File: src/sv/tia_pkg.sv
// Shared types and codes for the typed integer ALU
`timescale 1ns / 1ps
package tia_pkg;
  localparam int unsigned OpW   = 4;
  localparam int unsigned TrapW = 3;
  localparam int unsigned MaxW  = 64;

  localparam logic [OpW-1:0] OP_ADD = 4'd0;
  localparam logic [OpW-1:0] OP_SUB = 4'd1;
  localparam logic [OpW-1:0] OP_MUL = 4'd2;
  localparam logic [OpW-1:0] OP_DIV = 4'd3;
  localparam logic [OpW-1:0] OP_MOD = 4'd4;
  localparam logic [OpW-1:0] OP_LT  = 4'd5;
  localparam logic [OpW-1:0] OP_GT  = 4'd6;
  localparam logic [OpW-1:0] OP_EQ  = 4'd7;
  localparam logic [OpW-1:0] OP_NEG = 4'd8;

  localparam logic [TrapW-1:0] T_OK        = 3'd0;
  localparam logic [TrapW-1:0] T_TOO_LARGE = 3'd1;
  localparam logic [TrapW-1:0] T_NEG_TO_U  = 3'd2;
  localparam logic [TrapW-1:0] T_DIV_ZERO  = 3'd3;
  localparam logic [TrapW-1:0] T_MOD_ZERO  = 3'd4;
  localparam logic [TrapW-1:0] T_U_UNDER   = 3'd5;
  localparam logic [TrapW-1:0] T_MINUS_U   = 3'd6;
  localparam logic [TrapW-1:0] T_BAD_OP    = 3'd7;

  // per-word control carried down the cell chain
  typedef struct packed {
    logic             valid;
    logic [OpW-1:0]   mode;
    logic             is_signed;
    logic             neg_q;
    logic             neg_r;
    logic [TrapW-1:0] trap;
  } tia_ctl_t;
endpackage

File: src/sv/tia_cell.sv
// One restoring-division / shift-add multiply step of the cell chain
`timescale 1ns / 1ps
module tia_cell #(
  parameter int unsigned W = 64,
  parameter int unsigned K = 0
) (
  input  logic           clk,
  input  logic           rst_n,
  input  logic           en,
  input  tia_pkg::tia_ctl_t ctl_i,
  input  logic [W-1:0]   a_i,      // dividend magnitude / multiplicand
  input  logic [W-1:0]   b_i,      // divisor magnitude / multiplier
  input  logic [W-1:0]   q_i,      // quotient bits / product
  input  logic [W-1:0]   r_i,      // partial remainder / early result
  output tia_pkg::tia_ctl_t ctl_o,
  output logic [W-1:0]   a_o,
  output logic [W-1:0]   b_o,
  output logic [W-1:0]   q_o,
  output logic [W-1:0]   r_o
);
  logic [W:0]   trial;
  logic [W:0]   diff;
  logic [W-1:0] q_nxt;
  logic [W-1:0] r_nxt;
  logic         is_md;

  // bit K from the top for division, bit K for multiply
  always_comb begin
    is_md = (ctl_i.mode == tia_pkg::OP_DIV) || (ctl_i.mode == tia_pkg::OP_MOD);
    trial = {r_i, a_i[W-1-K]};
    diff  = trial - {1'b0, b_i};
    q_nxt = q_i;
    r_nxt = r_i;
    if (ctl_i.trap == tia_pkg::T_OK && is_md) begin
      if (!diff[W]) begin
        r_nxt = diff[W-1:0];
        q_nxt[W-1-K] = 1'b1;
      end else begin
        r_nxt = trial[W-1:0];
      end
    end else if (ctl_i.trap == tia_pkg::T_OK && ctl_i.mode == tia_pkg::OP_MUL) begin
      if (b_i[K]) q_nxt = q_i + (a_i << K);
    end
  end

  always_ff @(posedge clk) begin
    if (!rst_n) begin
      ctl_o.valid <= 1'b0;
    end else if (en) begin
      ctl_o <= ctl_i;
    end
    if (en) begin
      a_o <= a_i;
      b_o <= b_i;
      q_o <= q_nxt;
      r_o <= r_nxt;
    end
  end
endmodule

File: config.mk
export PLATFORM = sky130hd
export DESIGN_NAME = tia_cell
export DESIGN_NICKNAME = d
export VERILOG_FILES = /design/src/sv/tia_pkg.sv /design/src/sv/tia_cell.sv
export SDC_FILE = /design/constraint.sdc
export NUM_CORES = 1
export LEC_CHECK = 0
export BUFFER_PORTS_ARGS = -buffer_cell sky130_fd_sc_hd__buf_2
export CAP_MARGIN = 5
export CORE_AREA = 2 2 210 212
export DETAILED_ROUTE_END_ITERATION = 6
export DIE_AREA = 0 0 212 214
export PLACE_DENSITY = 0.67
export SYNTH_ARGS = -nofsm -noshare
export SYNTH_HDL_FRONTEND = slang
export SYNTH_SLANG_ARGS = --single-unit
File: constraint.sdc
create_clock -name clk -period 5.65 [get_ports clk]
set_clock_uncertainty 0.1 [all_clocks]
set_input_delay 0.8475 -clock clk [delete_from_list [all_inputs] [get_ports clk]]
set_output_delay 0.8475 -clock clk [all_outputs]
set_load 0.01 [all_outputs]
==> metrics.md <==
| Metric | Value |
|---|---|
| Worst Reg-to-Reg Cells | 2 |
| Hold path start | ctl_i[5] |
| Area grow syn2layout | 23.0% |
| Post-synthesis compound-gate area fraction | 21.8% |
| Post-Synth Adder-Cell Area | 9.01% |
| Share of flip-flops with an asynchronous set or reset | 0% |
| Leak Pwr | 9.93 nW |
| Endpoints failing hold | 0 |
| Mapped Nets | 2306 |
| Max FO, Critical Path | 58 |
| 1st-iter DRT viols | 1396 |
| Slew margin rel. | 35.2% |
| CTS Buf Count | 31 |
| Transition time of the tightest slew-check pin | between 0.9 and 1 ns |
| Top routing layer used | met4 |
| Top cells by area, synth | edfxtp_1 (44%), ha_1 (8.8%), nand2_1 (6.0%) |
| Cell Rows | between 70 and 80 |
| Worst setup path class | in2reg |
| Critical path origin | a_i[63] |
| Largest family of logic cells by synthesized area | compound AO/OA/AOI/OAI gates |
| Non-filler cells, final | between 3k and 4k |
| Yosys warns | 0 |
| Comb power frac | 26.9% |
| Post-synthesis mux area share | 0.346% |
| Hold crit path type | in2reg |
| Via density | 5.59 |
| Fmax | around 250 MHz |
| Final ANT Viol Nets | 0 |
| IO Port Bufs | 536 |
| Synthesized area per cell | 9.48 um2 |
| Reg-to-reg endpoint | ctl_o[10] |
| FF-to-FF Start | ctl_o[10] |
| Clock buffer depth | 3 |
| CORE AREA | 42900 um2 |
| Share of power burned in registers | 40.1% |
| Final worst path period need | 4.06 ns |
| Placed cell count | 2947 |
| Post-Synth Simple-Gate Area | 14.7% |
| Net Switching | 1.86 mW |
| Setup tns final | 0 ns |
| Cells after Synth | 1907 |
| Vias in the first global route | between 15k and 20k |
| Clock power frac | 33.0% |
| Mapped Area | about 18000 um2 |
| Clk Tree Root Cell | clkbuf_16 |
| Starting Density | 42.2% |
| Ys flop type | edfxtp_1 |
| Hold path depth | 1 |
| Req. time, crit path | 5.99 ns |
| Top cells by count, synth | nand2_1 (287), edfxtp_1 (266), a21oi_1 (163), nor2_1 (134) |
| Worst R2R Setup Slack | 4.94 ns |
| Layout fillers | 4012 |
| Multi-input logic area | slightly above 9000 um2 |
| Worst VDD drop | 0.000215 V |
| CTS tree | yes |
| Routability cong. | 0.909 |
| Die Wd | 212 um |
| Fraction of layout cells with a size suffix above 1 | 26.2% |
| Die area | 45400 um2 |
| Htree depth | 1 |
| Final Slew Violations | 0 |
| CTS clock-pin slew for the worst setup and hold paths | 0.07 ns |
| Post-CTS Resized | 0 |
| GRT overflow | 0 |
| Flip-flop and latch area | ~8000 um2 |
| Die Y | 214 um |
| Post-CTS Hold Buffers | 0 |
| WL/cell | 20.4 um |
| Total GRT Usage | 26.4% |
| First-pass GRT wire length | 94200 um |
| WHS Endpoint | ctl_o[5] |
| Final Net Count | 2794 |
| Final wirelength | 61600 um |
| DR WL met2 | 29300 um |
| Total clock sinks | 267 |
| DP HPWL | 48400 um |
| MaxCap Viol Count | 0 |
| Sequential area share after synthesis | 44.3% |
| Worst EP arrival | between 4 and 5 ns |
| Antenna violations before repair | 9 |
| # IOs | ~540 |
| Sw Ratio | a little under a third |
| RSZ-0062 raised after global routing | false |
| Post-synth cell types | between 80 and 90 |
| Via count | 16.8k |
| Internal cell power | 4.13 mW |
| Xor/xnor share of the synthesized area | 5.53% |
| Status | finished clean |
| Share of the synthesized area in the top cell type | between 40 and 50% |
| Setup violations, final | 0 |
| First-pass DRT Iterations | 5 |
| Largest net degree at the start of global routing | 149 |
| Worst skew pair latency | 0.57 ns |
| Post-route DRC | 0 |
| Tcrit/Tclk final | 71.9% |
| EDFF count, synth | 266 |
| Post-CTS Setup Bufs | 0 |
| Worst setup EP type | flop |
| Area leader, netlist | edfxtp_1 |
| Startpoint Class | input port |
| Pwr Density | 270 nW/um2 |
| Met1 wire length | 26300 um |
| Count leader, synth | nand2_1 |
| Register bit total from synthesis | 267 |
| Met3 WL | 4530 um |
## state kept, by name (all words and copies together) (netlist names)
signal	cells
r_o	64
a_o	64
q_o	64
ctl_o	11
b_o	64
## cell type report
type                       count  share of cell area (%)
inverter                     102                    1.72
timing repair buffer         546                    12.6
multi-input combinational   1447                    41.8
clock buffer                  43                    3.87
tap                          585                    3.29
sequential                   267                    36.0
clock inverter                14                   0.602
antenna                        9                   0.101
## power by group through the flow
stage | clock, mW | combinational, mW | sequential, mW
after floorplan | 0 | 0.913 | 2.53
after global placement | 0 | 1.58 | 2.44
after detailed placement | 0 | 1.59 | 2.44
after CTS | 2.02 | 1.60 | 2.40
after global routing | 2.10 | 1.77 | 2.42
final | 1.98 | 1.61 | 2.40
## metal layers
metal / global-route usage, % / vias to the layer above
li1: - / 8023
met1: 35.1 / 8068
met2: 43.9 / 674
met3: 4.60 / 79
met4: 7.49 / 0
met5: 0 / -
## worst max-delay path by stage
stage          endpoint  slack [ns]  depth (start not counted)
6_report        r_o[50]        1.59                         15
5_1_grt         r_o[40]        1.39                         15
4_1_cts         r_o[50]        1.64                         15
3_5_place_dp    r_o[50]        1.05                         15
3_3_place_gp    r_o[62]        1.13                         15
2_1_floorplan    r_o[0]        1.86                         14
## metrics by stage
step	worst slack (ns)	power, mW	cell area, um2	hold slack, ns	util (%)
global route	1.39	6.29	22200	0.315	51.8
floorplan	1.86	3.44	18100	0.438	-
global placement	1.13	4.02	21200	0.403	49.5
finish	1.59	5.99	22200	0.344	51.9
detailed placement	1.05	4.03	21200	0.432	49.5
CTS	1.64	6.03	22200	0.311	51.8
## kinds of logic after synthesis
kind of cell / after synthesis
and+or+nand+nor: 598
buffers and inverters: 193
xor gates and xnor gates: 112
DFF: 267
AOI/OAI and AO/OA: 602
adders and majority gates: 129
muxes: 6
## placed cells by master (no fill, tap or decap), types with 5 or more instances in the layout
cell type / n
ha_1: 127
nand2_1: 287
nand4_1: 43
o21ai_0: 127
o21bai_1: 28
a21o_1: 77
a221o_1: 5
o31ai_1: 10
buf_2: 535
diode_2: 9
a211oi_1: 9
o21a_1: 17
nand2b_1: 8
clkbuf_16: 31
xor2_1: 45
and3_1: 15
edfxtp_1: 266
o211ai_1: 10
inv_1: 102
nor2b_1: 13
buf_4: 8
a2bb2oi_1: 7
clkbuf_1: 8
nand3_1: 36
xnor2_1: 65
and2_1: 10
o2111ai_1: 6
nor2_1: 134
o21ai_1: 5
nor3_1: 17
a31oi_1: 65
nor4_1: 7
a31o_2: 5
a21oi_1: 163
a211o_1: 5
or3_1: 9
## critical path: stages
cell      delay (ns)
buf_2           0.12
inv_1           0.12
ha_1            0.25
fa_1            0.41
nor2b_1         0.17
o211ai_1        0.15
a31oi_1         0.24
o211ai_1        0.18
a21oi_2         0.46
and2_1          0.25
o21ai_4         0.13
xor2_4          0.19
buf_12          0.23
or4_1           0.53
nand3_1         0.09
Power figures use the tool's default switching activity.
